[src/sv/ddw_pkg.sv]
// ----------------------------------------------------------------------------
// Date difference and weekday package
// Shared widths, request and response types, controller interface and the
// calendar helper functions.
// ----------------------------------------------------------------------------
package ddw_pkg;

   localparam int DAY_W       = 5;
   localparam int MON_W       = 4;
   localparam int YEAR_W      = 14;
   localparam int DAYS_W      = 22;
   localparam int WD_W        = 3;
   localparam int MAX_YEAR    = 9999;
   localparam int MONTHS      = 12;
   localparam int RECIP100    = 5243;
   localparam int RECIP_SHIFT = 19;
   localparam int RECIP_W     = 13;
   localparam int Q_W         = 8;

   typedef struct packed {
      logic [DAY_W-1:0]  day_a;
      logic [MON_W-1:0]  month_a;
      logic [YEAR_W-1:0] year_a;
      logic [DAY_W-1:0]  day_b;
      logic [MON_W-1:0]  month_b;
      logic [YEAR_W-1:0] year_b;
   } req_type;

   typedef struct packed {
      logic [DAYS_W-1:0] days_between;
      logic [WD_W-1:0]   weekday_a;
      logic              bad_date;
   } rsp_type;

   typedef enum logic [2:0] {
      ST_IDLE,
      ST_YEAR1,
      ST_YEAR2,
      ST_MONTH,
      ST_FINISH
   } state_type;

   typedef struct packed {
      logic load;
      logic year1;
      logic year2;
      logic month_step;
      logic store_a;
      logic finish;
      logic sel_b;
   } cmd_type;

   typedef struct packed {
      logic month_more;
      logic out_free;
   } stat_type;

   function automatic logic [DAY_W-1:0] month_len(input logic leap, input logic [MON_W-1:0] m);
      logic [DAY_W-1:0] len;
      unique case (m)
         4'd1, 4'd3, 4'd5, 4'd7, 4'd8, 4'd10, 4'd12: len = 5'd31;
         4'd4, 4'd6, 4'd9, 4'd11:                    len = 5'd30;
         4'd2:                                       len = leap ? 5'd29 : 5'd28;
         default:                                    len = 5'd0;
      endcase
      return len;
   endfunction

   // 8 is 1 mod 7: fold octal digits, then correct once
   function automatic logic [WD_W-1:0] mod7(input logic [DAYS_W:0] x);
      logic [23:0] xe;
      logic [5:0]  s1;
      logic [3:0]  s2;
      logic [3:0]  s3;
      xe = 24'(x);
      s1 = '0;
      for (int i = 0; i < 8; i++) begin
         s1 = s1 + 6'(xe[3*i +: 3]);
      end
      s2 = 4'(s1[2:0]) + 4'(s1[5:3]);
      s3 = 4'(s2[2:0]) + 4'(s2[3]);
      return (s3 >= 4'd7) ? 3'(s3 - 4'd7) : s3[2:0];
   endfunction

endpackage

[src/sv/ddw_ctrl.sv]
// ----------------------------------------------------------------------------
// Date difference controller
// Sequences the year and month steps for date A, then date B, then the
// final difference and weekday.
// ----------------------------------------------------------------------------
module ddw_ctrl (
   input  logic              clock,
   input  logic              reset,
   input  logic              req_valid,
   output logic              req_ready,
   input  ddw_pkg::stat_type stat,
   output ddw_pkg::cmd_type  cmd
);
   import ddw_pkg::*;

   state_type state_ff, state_in;
   logic      sel_b_ff, sel_b_in;

   always_ff @(posedge clock) begin
      if (reset) begin
         state_ff <= ST_IDLE;
         sel_b_ff <= 1'b0;
      end else begin
         state_ff <= state_in;
         sel_b_ff <= sel_b_in;
      end
   end

   always_comb begin
      state_in = state_ff;
      sel_b_in = sel_b_ff;
      unique case (state_ff)
         ST_IDLE: begin
            if (req_valid) begin
               state_in = ST_YEAR1;
               sel_b_in = 1'b0;
            end
         end
         ST_YEAR1: state_in = ST_YEAR2;
         ST_YEAR2: state_in = ST_MONTH;
         ST_MONTH: begin
            if (!stat.month_more) begin
               if (!sel_b_ff) begin
                  state_in = ST_YEAR1;
                  sel_b_in = 1'b1;
               end else begin
                  state_in = ST_FINISH;
               end
            end
         end
         ST_FINISH: begin
            if (stat.out_free) begin
               state_in = ST_IDLE;
            end
         end
         default: state_in = ST_IDLE;
      endcase
   end

   always_comb begin
      req_ready      = (state_ff == ST_IDLE);
      cmd            = '0;
      cmd.sel_b      = sel_b_ff;
      cmd.load       = (state_ff == ST_IDLE) && req_valid;
      cmd.year1      = (state_ff == ST_YEAR1);
      cmd.year2      = (state_ff == ST_YEAR2);
      cmd.month_step = (state_ff == ST_MONTH) && stat.month_more;
      cmd.store_a    = (state_ff == ST_MONTH) && !stat.month_more && !sel_b_ff;
      cmd.finish     = (state_ff == ST_FINISH) && stat.out_free;
   end

   a_load_starts_year: assert property (@(posedge clock) disable iff (reset)
      cmd.load |=> state_ff == ST_YEAR1 && !sel_b_ff)
      else $error("request did not start the year step for date A");

   a_month_exit: assert property (@(posedge clock) disable iff (reset)
      state_ff == ST_MONTH && !stat.month_more |=> state_ff == ST_YEAR1 || state_ff == ST_FINISH)
      else $error("month loop exit went to an unexpected state");

   a_store_then_b: assert property (@(posedge clock) disable iff (reset)
      cmd.store_a |=> sel_b_ff)
      else $error("date B not selected after date A stored");

endmodule

[src/sv/ddw_datapath.sv]
// ----------------------------------------------------------------------------
// Date difference datapath
// Request register, shared day-number unit, month accumulator and the
// response register.
// ----------------------------------------------------------------------------
module ddw_datapath (
   input  logic              clock,
   input  logic              reset,
   input  ddw_pkg::req_type  req,
   input  ddw_pkg::cmd_type  cmd,
   output ddw_pkg::stat_type stat,
   output logic              rsp_valid,
   input  logic              rsp_ready,
   output ddw_pkg::rsp_type  rsp
);
   import ddw_pkg::*;

   req_type              req_ff;
   logic [YEAR_W-1:0]    p_ff, p_in;
   logic [DAYS_W-1:0]    p365_ff, p365_in;
   logic [Q_W-1:0]       pq_ff, pq_in;
   logic [Q_W-1:0]       yq_ff, yq_in;
   logic [DAYS_W-1:0]    acc_ff, acc_in;
   logic [DAYS_W-1:0]    na_ff;
   logic                 leap_ff, leap_in;
   logic [MON_W-1:0]     mon_ff, mon_in;
   logic                 bad_ff, bad_in;
   rsp_type              rsp_ff, rsp_in;
   logic                 rsp_valid_ff, rsp_valid_in;

   logic [DAY_W-1:0]     d_sel;
   logic [MON_W-1:0]     m_sel;
   logic [YEAR_W-1:0]    y_sel;
   logic [YEAR_W+RECIP_W-1:0] p_prod, y_prod;
   logic [YEAR_W-1:0]    yq100;
   logic                 y_div100;
   logic [DAYS_W-1:0]    year_part;
   logic                 date_bad;
   logic [DAYS_W-1:0]    diff;

   assign d_sel = cmd.sel_b ? req_ff.day_b   : req_ff.day_a;
   assign m_sel = cmd.sel_b ? req_ff.month_b : req_ff.month_a;
   assign y_sel = cmd.sel_b ? req_ff.year_b  : req_ff.year_a;

   // year step 1: p = y - 1, 365p, p/100 and y/100 by reciprocal
   always_comb begin
      p_in    = y_sel - YEAR_W'(1);
      p365_in = DAYS_W'(DAYS_W'(p_in) * DAYS_W'(365));
      p_prod  = (YEAR_W+RECIP_W)'(p_in) * (YEAR_W+RECIP_W)'(RECIP100);
      y_prod  = (YEAR_W+RECIP_W)'(y_sel) * (YEAR_W+RECIP_W)'(RECIP100);
      pq_in   = p_prod[RECIP_SHIFT +: Q_W];
      yq_in   = y_prod[RECIP_SHIFT +: Q_W];
   end

   // year step 2: leap rule, days before the year, validity
   always_comb begin
      yq100     = YEAR_W'(YEAR_W'(yq_ff) * YEAR_W'(100));
      y_div100  = (y_sel == yq100);
      leap_in   = (y_sel[1:0] == 2'b00 && !y_div100) || (y_div100 && yq_ff[1:0] == 2'b00);
      year_part = p365_ff + DAYS_W'(p_ff[YEAR_W-1:2]) - DAYS_W'(pq_ff)
                + DAYS_W'(pq_ff[Q_W-1:2]);
      date_bad  = (y_sel == '0) || (y_sel > YEAR_W'(MAX_YEAR))
               || (m_sel == '0) || (m_sel > MON_W'(MONTHS))
               || (d_sel == '0) || (d_sel > month_len(leap_in, m_sel));
   end

   always_comb begin
      acc_in = acc_ff;
      mon_in = mon_ff;
      bad_in = bad_ff;
      if (cmd.load) begin
         bad_in = 1'b0;
      end
      if (cmd.year2) begin
         acc_in = year_part + DAYS_W'(d_sel) - DAYS_W'(1);
         mon_in = MON_W'(1);
         bad_in = bad_ff | date_bad;
      end
      if (cmd.month_step) begin
         acc_in = acc_ff + DAYS_W'(month_len(leap_ff, mon_ff));
         mon_in = mon_ff + MON_W'(1);
      end
   end

   assign stat.month_more = (mon_ff < m_sel);
   assign stat.out_free   = !rsp_valid_ff || rsp_ready;

   // finish: |A - B| and weekday, 1 Jan 1800 being a Wednesday
   always_comb begin
      diff         = (na_ff >= acc_ff) ? (na_ff - acc_ff) : (acc_ff - na_ff);
      rsp_in       = rsp_ff;
      rsp_valid_in = rsp_valid_ff && !rsp_ready;
      if (cmd.finish) begin
         rsp_valid_in = 1'b1;
         rsp_in.bad_date = bad_ff;
         if (bad_ff) begin
            rsp_in.days_between = '0;
            rsp_in.weekday_a    = '0;
         end else begin
            rsp_in.days_between = diff;
            rsp_in.weekday_a    = mod7((DAYS_W+1)'(na_ff) + (DAYS_W+1)'(1));
         end
      end
   end

   always_ff @(posedge clock) begin
      if (reset) begin
         rsp_valid_ff <= 1'b0;
      end else begin
         rsp_valid_ff <= rsp_valid_in;
      end
   end

   always_ff @(posedge clock) begin
      if (cmd.load) begin
         req_ff <= req;
      end
      if (cmd.year1) begin
         p_ff    <= p_in;
         p365_ff <= p365_in;
         pq_ff   <= pq_in;
         yq_ff   <= yq_in;
      end
      if (cmd.year2) begin
         leap_ff <= leap_in;
      end
      if (cmd.store_a) begin
         na_ff <= acc_ff;
      end
      acc_ff <= acc_in;
      mon_ff <= mon_in;
      bad_ff <= bad_in;
      rsp_ff <= rsp_in;
   end

   assign rsp_valid = rsp_valid_ff;
   assign rsp       = rsp_ff;

   a_bad_zero: assert property (@(posedge clock) disable iff (reset)
      rsp_valid && rsp.bad_date |-> rsp.days_between == '0 && rsp.weekday_a == '0)
      else $error("bad date response carries nonzero results");

   a_weekday_range: assert property (@(posedge clock) disable iff (reset)
      rsp_valid |-> rsp.weekday_a != 3'd7)
      else $error("weekday out of range");

   a_finish_free: assert property (@(posedge clock) disable iff (reset)
      cmd.finish |=> rsp_valid)
      else $error("finish did not load the response register");

endmodule

[src/sv/date_difference_and_weekday_unit.sv]
// ----------------------------------------------------------------------------
// Date difference and weekday unit
// Absolute day count between two Gregorian dates and the weekday of date A.
// ----------------------------------------------------------------------------
// One request at a time: req_ready is high only while idle, so a new request
// waits until the year and month steps of the shared day-number unit for
// both dates and the finish step are done; finish waits for out_free.
// A new request is taken while the previous response waits in its register.
// Reset clears the controller and the response valid; no memory to clear.
module date_difference_and_weekday_unit (
   input  logic             clock,
   input  logic             reset,
   input  logic             req_valid,
   output logic             req_ready,
   input  ddw_pkg::req_type req,
   output logic             rsp_valid,
   input  logic             rsp_ready,
   output ddw_pkg::rsp_type rsp
);
   import ddw_pkg::*;

   cmd_type  cmd;
   stat_type stat;

   ddw_ctrl u_ctrl (
      .clock     (clock),
      .reset     (reset),
      .req_valid (req_valid),
      .req_ready (req_ready),
      .stat      (stat),
      .cmd       (cmd)
   );

   ddw_datapath u_datapath (
      .clock     (clock),
      .reset     (reset),
      .req       (req),
      .cmd       (cmd),
      .stat      (stat),
      .rsp_valid (rsp_valid),
      .rsp_ready (rsp_ready),
      .rsp       (rsp)
   );

endmodule

[config.mk]
export PLATFORM = sky130hd
export DESIGN_NAME = date_difference_and_weekday_unit
export DESIGN_NICKNAME = d
export VERILOG_FILES = /design/src/sv/ddw_pkg.sv /design/src/sv/ddw_ctrl.sv /design/src/sv/ddw_datapath.sv /design/src/sv/date_difference_and_weekday_unit.sv
export SDC_FILE = /design/constraint.sdc
export NUM_CORES = 1
export LEC_CHECK = 0
export BUFFER_PORTS_ARGS = -buffer_cell sky130_fd_sc_hd__buf_2
export CAP_MARGIN = 10
export CORE_AREA = 2 2 279 350
export CTS_CLUSTER_SIZE = 16
export DETAILED_ROUTE_END_ITERATION = 10
export DIE_AREA = 0 0 281 352
export PLACE_DENSITY = 0.39
export SLEW_MARGIN = 25
export SYNTH_ARGS = -nofsm -noshare
export SYNTH_HDL_FRONTEND = slang
export SYNTH_SLANG_ARGS = --single-unit
[constraint.sdc]
create_clock -name clock -period 11.02 [get_ports clock]
set_input_delay 0.551 -clock clock [delete_from_list [all_inputs] [get_ports clock]]
set_output_delay 0.551 -clock clock [all_outputs]
set_load 0.01 [all_outputs]
### Yosys cells after proc, flatten, opt, wreduce, memory -nomap -nowiden

Cells that the tools add are included.
Widths: inputs -> output; s select.

* flip-flop bits (word level): 179
* output and inout bits: 28
* logic and storage cells: 145

* $add $sub $neg: 21
* multiply operators: 4
* magnitude comparators: 6
* equal/unequal tests: 32
* muxes and demuxes: 25
* bitwise operators: 1
* reduce and logical (&&, ||, !) cells: 35

Operators by type and width (count)
* $mux 22: 3
* $mul 14x13->27 const B: 2
* $add 22x5->22: 2
* $sub 22x22->22: 2
* $eq 4x4->1 const B: 10
* $eq 4x3->1 const B: 8
* $add 6x3->6: 5
* $pmux 5 s3: 2
* $add 22x1->23 const B: 1
* $add 22x12->22: 1
* $add 22x6->22: 1
* $ge 22x22->1: 1
* $mul 14x9->22 const B: 1
* $sub 22x1->22 const B: 1
* $sub 22x8->22: 1
* $eq 4x2->1 const B: 4
* $mux 3: 5
* $pmux 3 s5: 1
* $eq 14x14->1: 1
* $gt 14x14->1 const B: 1
* $logic_not 14->1: 1
* $mux 14: 1
* $reduce_or 7->1: 2
* $sub 14x1->14 const B: 1
* other kinds (31): 66

### Logic depth before layout (Yosys ltp)

Gate-level depths: netlist of the first run.

* depth after elaboration: 12
* mapped depth: 32
* depth with buffers taken out: 29

### By module

Synthesis of the first run repeated with hierarchy kept, for this count alone.

* cell total of the unflattened synthesis: 2136
* area, all modules: 21792.2 um^2

Modules (own cells, without submodules)
* ddw_datapath: times used 1, cells each 2106, area each 21513.1 um^2, sequential area each 5185.0 um^2
* ddw_ctrl: times used 1, cells each 30, area each 279.0 um^2, sequential area each 80.1 um^2

### Worst setup path after synthesis of the first run

Ideal clock, no wire load.

* kind: register -> register
* from: reg u_ctrl.sel_b_ff
* to: reg u_datapath.pq_ff[6] (data pin)
* setup time: 0.258 ns
* arrival time: 8.522 ns
* data required time: 10.762 ns
* slack: 2.240 ns
* cell stages (with the launch flop): 30
* buffers on the path: 3
* clock period less this slack: 8.780 ns
* path through: dfxtp_1 > clkbuf_1 > buf_1 > clkbuf_1 > mux2i_1 > ha_1 > nand2_1 > a21boi_0 > nand2_1 > a21boi_0 > nand3_1 > xnor2_1 > inv_1 > fa_1 > inv_1 > fa_1 > fa_1 > inv_1 > fa_1 > inv_1 > ha_1 > nand4_1 > nor3_1 > nor4_1 > a211oi_1 > nor3_1 > or4b_2 > nand2b_1 > a21oi_1 > xnor2_1

* word-level cells in the longest chain between the ends: 3

RTL lines
* from (decl): RTL line ddw_ctrl.sv:17 `logic sel_b_ff, sel_b_in;`
* from (signal assigned): RTL line ddw_ctrl.sv:25 `sel_b_ff <= sel_b_in;`
* $mux 14: RTL line ddw_datapath.sv:43 `assign y_sel = cmd.sel_b ? req_ff.year_b : req_ff.year_a;`
* $sub 14x1->14: RTL line ddw_datapath.sv:47 `p_in = y_sel - YEAR_W'(1);`
* named net u_datapath.p_in[13]: RTL line ddw_datapath.sv:19 `logic [YEAR_W-1:0] p_ff, p_in;`
* $mul 14x13->27: RTL line ddw_datapath.sv:49 `p_prod = (YEAR_W+RECIP_W)'(p_in) * (YEAR_W+RECIP_W)'(RECIP100);`
* named net u_datapath.p_prod[25]: RTL line ddw_datapath.sv:34 `logic [YEAR_W+RECIP_W-1:0] p_prod, y_prod;`
* to (signal assigned): RTL line ddw_datapath.sv:121 `pq_ff <= pq_in;`
* to (decl): RTL line ddw_datapath.sv:21 `logic [Q_W-1:0] pq_ff, pq_in;`

The timed path passes the listed nets, and every way through them passes these cells.
A chain may end at the register's enable or synchronous reset.

### Final worst setup path of the first run

* from: reg u_ctrl.sel_b_ff
* to: reg u_datapath.pq_ff[7] (data pin)

The elaborated chain is that of the path after synthesis.

==> results of run 1 <==
[through the flow]
stage	setup slack, ns	util, %
CTS	2.04	25.7
floorplan	2.24	-
global placement	2.17	25.1
finish	2.11	25.7
detailed placement	2.07	25.1
global route	1.49	25.7
[cell type report]
type	instances	area share, %
multi-input combinational	1472	59.8
inverter	481	7.36
timing repair buffer	102	2.34
clock buffer	18	1.75
clock inverter	14	0.663
tap	1290	6.58
sequential	177	21.5
[metal layers]
layer	wire length (um)	up-vias	track usage, %
li1	-	7402	-
met2	30400	152	22.7
met4	1250	0	3.57
met1	23100	7271	13.2
met3	928	44	1.31
met5	0	-	0
[cells in the mapped netlist (22+ instances only)]
cell and instances:
xor2_1 24, inv_1 481, ha_1 403, o21ai_0 75
mux2i_1 30, nand2_1 73, xnor2_1 110, fa_1 205
nand3_1 44, nor2_1 76, edfxtp_1 172, a21oi_1 90
nor2b_1 22, a21o_1 43, nor3_1 44, nand4_1 22
[critical path, stage by stage, from the launching register on]
cell and delay [ns]:
dfxtp_2 0.48, mux2i_1 0.77, ha_1 0.27, nand2_1 0.08
a21boi_0 0.30, nand2_1 0.14, a21boi_0 0.60, nand2_1 0.14
xnor2_1 0.63, ha_1 0.37, inv_1 0.10, fa_1 0.51
inv_1 0.08, fa_1 0.51, fa_1 0.49, inv_1 0.06
fa_1 0.53, inv_1 0.04, ha_1 0.29, nand4_1 0.14
nor3_1 0.22, nor4_1 0.09, a211oi_1 0.64, nor3_1 0.13
or4b_2 0.70, o21ai_0 0.23, xnor2_1 0.10
[registers in the layout (all words and copies together) (netlist names)]
| name | cells |
|---|---|
| u_datapath.mon_ff | 4 |
| u_datapath.na_ff | 22 |
| u_ctrl.sel_b_ff | 1 |
| u_datapath.p365_ff | 22 |
| u_datapath.rsp | 26 |
| u_datapath.acc_ff | 22 |
| u_datapath.p_ff | 12 |
| u_ctrl.state_ff | 3 |
| u_datapath.pq_ff | 8 |
| u_datapath.yq_ff | 8 |
| u_datapath.leap_ff | 1 |
| u_datapath.req_ff | 46 |
| u_datapath.bad_ff | 1 |
| u_datapath.rsp_valid | 1 |
[final timing paths]
kind | start | slack [ns] | depth (start not counted) | endpoint
setup / recovery | u_ctrl.sel_b_ff | 2.11 | 26 | u_datapath.pq_ff[7]
hold / removal | req[5] | 0.23 | 1 | u_datapath.req_ff[5]
setup reg to reg | u_ctrl.sel_b_ff | 2.11 | 26 | u_datapath.pq_ff[7]
hold reg to reg | u_datapath.acc_ff[21] | 0.51 | 0 | u_datapath.na_ff[21]
[kinds of logic (layout without fill, tap and decap cells)]
| kind of cell | after synthesis | count (layout) |
|---|---|---|
| multiplexers | 40 | 40 |
| AND/OR/NAND/NOR | 372 | 372 |
| flip-flops | 177 | 177 |
| buffers and inverters | 507 | 615 |
| XOR/XNOR | 134 | 134 |
| AO/OA/AOI/OAI | 318 | 318 |
| adder cells (fa/ha/maj) | 608 | 608 |
==> key figures, run 1 <==
Synth
  • Largest family of logic cells by synthesized area: adder cells
  • Mapped Avg Cell Area: about 10 um^2
  • Post-synthesis mux area share: roughly 1.9%
  • Top cell type's share of synthesized area: between 20% and 30%
  • Synth warn: 0
  • Distinct cells, synth: 68
  • Post-synth EDFFs: around 170
  • Area contributors post-synth: edfxtp_1 (24%), ha_1 (23%), fa_1 (19%)
  • Adder-Cell Fraction of Synth Area: between 40% and 50%
  • Post-Syn Area: 21,900 um^2
  • Simple-Gate Fraction of Synth Area: ~8.6%
  • Syn nets: between 2,000 and 3,000
  • Cell taking the most area after synthesis: edfxtp_1
  • Synth Area in Compound Gates: under 10%
  • Synth Area in XOR/XNOR: 5.37%
  • Async set-reset flop share out of synthesis: 0%
  • Synth Instances: about 2,200
  • Sequential area share after synthesis: 24.1%
  • Number of synthesized register bits: between 150 and 200
  • Most used flip-flop cell after synthesis: edfxtp_1

Global route
  • First-pass GRT wire length: 90,200 um
  • Initial antenna violation count: 0
  • Largest net degree at the start of global routing: 52
  • GR Overflow Total: 0
  • GRT Total Usage: 11.7%
  • Vias in the first global route: ~16,000

CTS
  • Worst-skew pair later-pin latency: between 0.4 and 0.5 ns
  • CTS Root Cell: clkbuf_16
  • CTS resizes: 0
  • Hold buffers post-CTS: 0
  • H-tree levels: 4
  • CTS tree: done
  • Clk slew on worst S/H paths: around 0.090 ns
  • CTS Buf Count: 17
  • Max clock buf depth: 2
  • Sink Count: approximately 180
  • Setup Fix Bufs, Post-CTS: 0

Floorplan
  • Core Box Area: 95,500 um^2
  • # IOs: 78
  • Die area: 98,900 um^2
  • Rows: around 130
  • Initial Utilization: between 20% and 30%
  • DIE WIDTH: between 200 and 300 um
  • Die height: approximately 350 um

Detailed routing
  • Vias: ~15,000
  • Vias/cell: 4.18
  • Pre-Repair DR Iteration Count: 4
  • Number of DRC markers in iteration 0: a little over 500
  • DRT antenna net count: 0
  • DRC: 0
  • Total wire length: approximately 56,000 um
  • WL per Instance: between 15 and 20 um

Timing
  • Worst Tran Pin Value: 0.929 ns
  • Tmin final: 8.91 ns
  • Max Clk Rate: between 100 and 150 MHz
  • Hold WS: 0.227 ns
  • Final Cycle Share: 80.9%
  • Setup violators final: 0
  • Setup TNS: 0 ns
  • Final Hold Viols: 0
  • Slew HR: 36.3%
  • RSZ-0062 raised after global routing: no
  • Final Max Slew Viols: 0
  • Clk_skew: approximately 0.019 ns

Placed design
  • Cell Area, Placed: 23,900 um^2
  • I/O Buffers: a little under 80
  • DP Wirelength: 48,100 um
  • DP Cell Count: 3,522
  • Routability cong.: around 0.84

Worst setup path
  • Crit Path Max Fanout: 9
  • Req. time, crit path: around 11 ns
  • Crit start category: register
  • Arrival @ worst endpoint: ~9.1 ns
  • Critical path class: reg -> reg
  • CP Capture Type: register

Layout
  • Share of cells above drive strength 1: about 7.2%
  • Fill cell count: slightly above 10,000
  • Footprint of the multi-input gates: 14,700 um^2
  • Antenna diodes: 0
  • Cell area after layout: 24,500 um^2
  • Area Growth Syn to Fin: 12.3%
  • Commonest non-fill, non-tap cell in the layout: inv_1
  • Fin nets: between 2,000 and 3,000
  • Non-Filler Instances: 3,554
  • Sequential cell area: between 5000 and 6000 um^2
  • Commonest cells after routing, fill and taps aside: inv_1 (480), ha_1 (403), fa_1 (205)

Worst hold path
  • Worst min path class: in -> reg

Status
  • Outcome: finished, final reports clean

Run
  • Max Cap Violations: 0
Power of run 1 is left out: the tool's default activity adds up to more than one toggle a clock period on the data nets, which glitch-free logic cannot reach.
==> run 2, diff against run 1 <==
--- a/config.mk
+++ b/config.mk
@@ -11,7 +11,7 @@
 export CTS_CLUSTER_SIZE = 16
 export DETAILED_ROUTE_END_ITERATION = 10
 export DIE_AREA = 0 0 281 352
-export PLACE_DENSITY = 0.39
+export PLACE_DENSITY = 0.4
 export SLEW_MARGIN = 25
 export SYNTH_ARGS = -nofsm -noshare
 export SYNTH_HDL_FRONTEND = slang
==> constraint.sdc (replaced) <==
create_clock -name clock -period 8 [get_ports clock]
set_input_delay 0.4 -clock clock [delete_from_list [all_inputs] [get_ports clock]]
set_output_delay 0.4 -clock clock [all_outputs]
set_load 0.01 [all_outputs]
==> key figures, run 2 (same netlist as run 1, synthesis figures left out) <==
Status
  • Outcome: finished, final reports clean

Worst hold path
  • Worst min path class: in -> reg

Global route
  • Initial antenna violation count: 0
  • GRT Total Usage: a little under an eighth
  • Largest net degree at the start of global routing: 52
  • Vias in the first global route: around 16,000
  • GR Overflow Total: 0
  • First-pass GRT wire length: about 90,000 um

Worst setup path
  • Slowest stage delay, CP: 0.68 ns
  • Crit start category: register
  • CP Capture Type: register
  • Crit Path Max Fanout: 7
  • FF-to-FF setup slack: 0.46 ns
  • Slowest CP cell: or4b_2
  • Critical path class: reg -> reg
  • Arrival @ worst endpoint: 7.80 ns
  • Req. time, crit path: just over 8 ns

CTS
  • Clk slew on worst S/H paths: approximately 0.090 ns
  • Max clock buf depth: 2
  • Sink Count: approximately 180
  • Hold buffers post-CTS: 0
  • Setup Fix Bufs, Post-CTS: 0
  • H-tree levels: 4
  • CTS Buf Count: 17
  • Worst-skew pair later-pin latency: 0.52 ns
  • CTS Root Cell: clkbuf_16
  • CTS tree: done

Floorplan
  • Die height: roughly 350 um
  • DIE WIDTH: roughly 280 um
  • Die area: between 90,000 and 100,000 um^2
  • Rows: ~130
  • Initial Utilization: a little under a quarter
  • # IOs: 78
  • Core Box Area: about 96,000 um^2

Timing
  • Setup violators final: 0
  • Setup TNS: 0 ns
  • Clk_skew: ~0.037 ns
  • Slew HR: between 30 and 40%
  • Final Hold Viols: 0
  • Final Cycle Share: 94.3%
  • Max Clk Rate: approximately 130 MHz
  • Final Max Slew Viols: 0
  • Tmin final: between 7 and 8 ns
  • RSZ-0062 raised after global routing: no
  • Worst Tran Pin Value: about 0.93 ns

Layout
  • Commonest non-fill, non-tap cell in the layout: inv_1
  • Area Growth Syn to Fin: 13.0%
  • Fin nets: a little under 3,000
  • Footprint of the multi-input gates: between 10,000 and 15,000 um^2
  • Max reg flops: 46
  • Antenna diodes: 0
  • Cell area after layout: around 25,000 um^2
  • Sequential cell area: about 5300 um^2
  • Share of cells above drive strength 1: between 8 and 9%
  • Commonest cells after routing, fill and taps aside: inv_1 (480), ha_1 (403), fa_1 (205)
  • Largest Register: u_datapath.req_ff
  • Fill cell count: slightly above 10,000

Detailed routing
  • Total wire length: 56,700 um
  • Number of DRC markers in iteration 0: approximately 600
  • Pre-Repair DR Iteration Count: 5
  • DRT antenna net count: 0
  • DRC: 0
  • Vias: about 15,000
  • Vias/cell: about 4.2
  • WL per Instance: roughly 16 um

Run
  • Max Cap Violations: 0

Placed design
  • Routability cong.: around 0.87
  • DP Wirelength: about 49,000 um
  • I/O Buffers: 77
  • Cell Area, Placed: around 24,000 um^2
==> run 2: path summary, 6_finish.rpt <==
| path | start | to | depth (start not counted) |
|---|---|---|---|
| setup / recovery | u_ctrl.sel_b_ff | u_datapath.pq_ff[6] | 31 |
| hold / removal | req[7] | u_datapath.req_ff[7] | 1 |
| setup reg to reg | u_ctrl.sel_b_ff | u_datapath.pq_ff[6] | 31 |
| hold reg to reg | u_datapath.acc_ff[21] | u_datapath.na_ff[21] | 0 |
==> run 2: worst max-delay path: cells and delay by family, from the launching register on <==
kind / cells / cell delay (ns)
flops: 1 / 0.47
xor+xnor: 2 / 0.41
mux: 1 / 0.29
simple gates: 9 / 1.54
fa+ha+maj: 7 / 2.81
buf+inv: 8 / 1.09
compound gates: 4 / 0.66
==> run 2: timing repair <==
action	4_1_cts	5_1_grt
setup endpoints to repair	0	2
gates resized for setup	0	4
endpoints found under the hold margin	0	0
==> run 2: metrics by stage <==
stage               util [%]  setup slack (ns)  instances  hold slack (ns)
global route            25.9           0.00609       3571           0.0230
finish                  25.9             0.459       3571           0.0512
floorplan                  -            0.0258       2156            0.469
CTS                     25.8             0.267       3571          0.00928
detailed placement      25.2             0.306       3539            0.521
global placement        25.2             0.302       3539            0.501
==> run 2: cell type report <==
class,count,area share [%]
flip-flops and latches,177,21.3
well taps,1290,6.54
clock inverters,15,0.689
inverters,481,7.32
multi-input cells,1472,59.6
clock buffers,17,1.72
repair buffers,119,2.84
==> run 2: layer usage <==
metal,global-route usage (%),wire length (um)
met1,13.5,23700
met2,21.9,29600
met3,1.97,1300
met4,4.86,2030
met5,0,0
Power of run 2 is left out for the same reason.
==> run 3, diff against run 2 <==
--- a/config.mk
+++ b/config.mk
@@ -11,7 +11,8 @@
 export CTS_CLUSTER_SIZE = 16
 export DETAILED_ROUTE_END_ITERATION = 10
 export DIE_AREA = 0 0 281 352
-export PLACE_DENSITY = 0.4
+export PLACE_DENSITY = 0.38
+export SETUP_SLACK_MARGIN = 0.05
 export SLEW_MARGIN = 25
 export SYNTH_ARGS = -nofsm -noshare
 export SYNTH_HDL_FRONTEND = slang
==> key figures, run 3 (same netlist as run 1, synthesis figures left out) <==
Worst hold path
  • Hold endpoint: u_datapath.req_ff[7]
  • Worst min path class: in -> reg
  • Hold_sp: req[7]
  • Hold depth: 1

Detailed routing
  • DRT antenna net count: 0
  • Vias: roughly 15,000
  • Vias/cell: around 4.2
  • Total wire length: about 57,000 um
  • WL per Instance: around 16 um
  • Number of DRC markers in iteration 0: about 490
  • Pre-Repair DR Iteration Count: 5
  • DRC: 0

Layout
  • Max reg flops: 46
  • Commonest non-fill, non-tap cell in the layout: inv_1
  • Sequential cell area: between 5000 and 6000 um^2
  • Area Growth Syn to Fin: 13.0%
  • Final core occ: roughly a quarter
  • Largest Register: u_datapath.req_ff
  • Fill cell count: about 10,000
  • Footprint of the multi-input gates: approximately 15,000 um^2
  • Commonest cells after routing, fill and taps aside: inv_1 (480), ha_1 (403), fa_1 (205)
  • Antenna diodes: 0
  • Share of cells above drive strength 1: under 10%
  • Fin nets: about 2,900
  • Cell area after layout: between 20,000 and 25,000 um^2

Global route
  • First-pass GRT wire length: ~91,000 um
  • Initial antenna violation count: 0
  • GRT Total Usage: between 10% and 20%
  • Vias in the first global route: ~17,000
  • Largest net degree at the start of global routing: 52
  • GR Overflow Total: 0

Worst setup path
  • CP Capture Type: register
  • Crit start category: register
  • Critical path class: reg -> reg
  • Reg2Reg Depth: 25
  • Crit Path Max Fanout: 17
  • Reg2Reg Launch Point: u_ctrl.sel_b_ff
  • Req. time, crit path: just over 8 ns
  • FF-to-FF setup slack: ~0.46 ns
  • Reg2reg end: u_datapath.pq_ff[7]
  • Arrival @ worst endpoint: between 7 and 8 ns

Floorplan
  • DIE WIDTH: around 280 um
  • Core Box Area: 95,500 um^2
  • Rows: 127
  • Die area: around 99,000 um^2
  • Initial Utilization: between 20% and 30%
  • Die height: ~350 um
  • # IOs: 78

Timing
  • Setup violators final: 0
  • Clk_skew: 0.0170 ns
  • Final Max Slew Viols: 0
  • Worst Tran Pin Value: between 0.8 and 0.9 ns
  • Tmin final: about 7.5 ns
  • Final Cycle Share: between 90% and 100%
  • Final Hold Viols: 0
  • Max Clk Rate: 133 MHz
  • RSZ-0062 raised after global routing: no
  • Setup TNS: 0 ns
  • Slew HR: 39.5%

CTS
  • Clk slew on worst S/H paths: 0.08 ns
  • CTS tree: done
  • CTS Root Cell: clkbuf_16
  • H-tree levels: 4
  • Sink Count: roughly 180
  • Max clock buf depth: 2
  • Hold buffers post-CTS: 0
  • Setup Fix Bufs, Post-CTS: 0
  • CTS Buf Count: 17
  • Worst-skew pair later-pin latency: 0.49 ns

Placed design
  • I/O Buffers: 77
  • Routability cong.: ~0.85
  • Cell Area, Placed: between 20,000 and 25,000 um^2
  • DP Wirelength: 49,500 um

Run
  • Max Cap Violations: 0

Status
  • Outcome: finished, final reports clean
-- run 3: cell types whose count changed in the layout (fill, tap and decap cells not counted), sizes merged --
cell / change
inv: +2
clkinvlp: -2
clkbuf: +1
clkinv: -1
buf: -2
-- run 3: cell type report --
cell class	instances	area share, %
clock buffer	18	1.78
clock inverter	14	0.623
inverter	481	7.31
multi-input combinational	1472	59.7
sequential	177	21.3
tap	1290	6.53
timing repair buffer	117	2.78
-- run 3: worst max-delay path: stages (launching register included) --
cell and delay [ns]:
dfxtp_2 0.49, buf_4 0.35, mux2i_1 0.33, ha_1 0.26
nand3_1 0.15, a21boi_2 0.35, nand2_1 0.11, xnor2_1 0.30
ha_1 0.32, inv_1 0.16, fa_1 0.45, inv_1 0.12
fa_1 0.47, fa_1 0.51, inv_1 0.06, fa_1 0.54
inv_1 0.05, ha_1 0.30, nand4_1 0.13, nor3_1 0.22
nor4_1 0.08, a211oi_1 0.35, nor3_1 0.10, or4b_2 0.68
o21ai_0 0.26, xnor2_1 0.10
-- run 3: how the worst max path moves through the flow --
stage                                from                   to  slack (ns)  cells after the start
final                     u_ctrl.sel_b_ff  u_datapath.pq_ff[7]        0.46                     25
after global routing      u_ctrl.sel_b_ff  u_datapath.pq_ff[7]        0.08                     25
after CTS                 u_ctrl.sel_b_ff  u_datapath.pq_ff[7]        0.09                     24
after detailed placement  u_ctrl.sel_b_ff  u_datapath.pq_ff[7]        0.12                     24
after global placement    u_ctrl.sel_b_ff  u_datapath.pq_ff[7]        0.23                     26
after floorplan           u_ctrl.sel_b_ff  u_datapath.pq_ff[6]        0.13                     30
-- run 3: layer usage --
metal	up-vias	GRT usage, %	routed length [um]
li1	7433	-	-
met1	7287	13.2	23300
met2	137	23.5	31600
met3	56	1.29	766
met4	0	4.07	1480
met5	-	0	0
-- run 3: stage by stage --
| stage | hold slack, ns | std cells | setup slack [ns] |
|---|---|---|---|
| after global routing | 0.0433 | 3569 | 0.0801 |
| after floorplan | 0.469 | 2156 | 0.132 |
| after detailed placement | 0.500 | 3537 | 0.119 |
| after CTS | 0.0314 | 3569 | 0.0865 |
| after global placement | 0.501 | 3537 | 0.231 |
| final | 0.0814 | 3569 | 0.457 |
-- run 3: repair_timing --
item                       4_1_cts  5_1_grt
resized for setup                0        7
setup endpoints to repair        0        3
hold endpoints to repair         0        0
Power of run 3 is left out for the same reason.
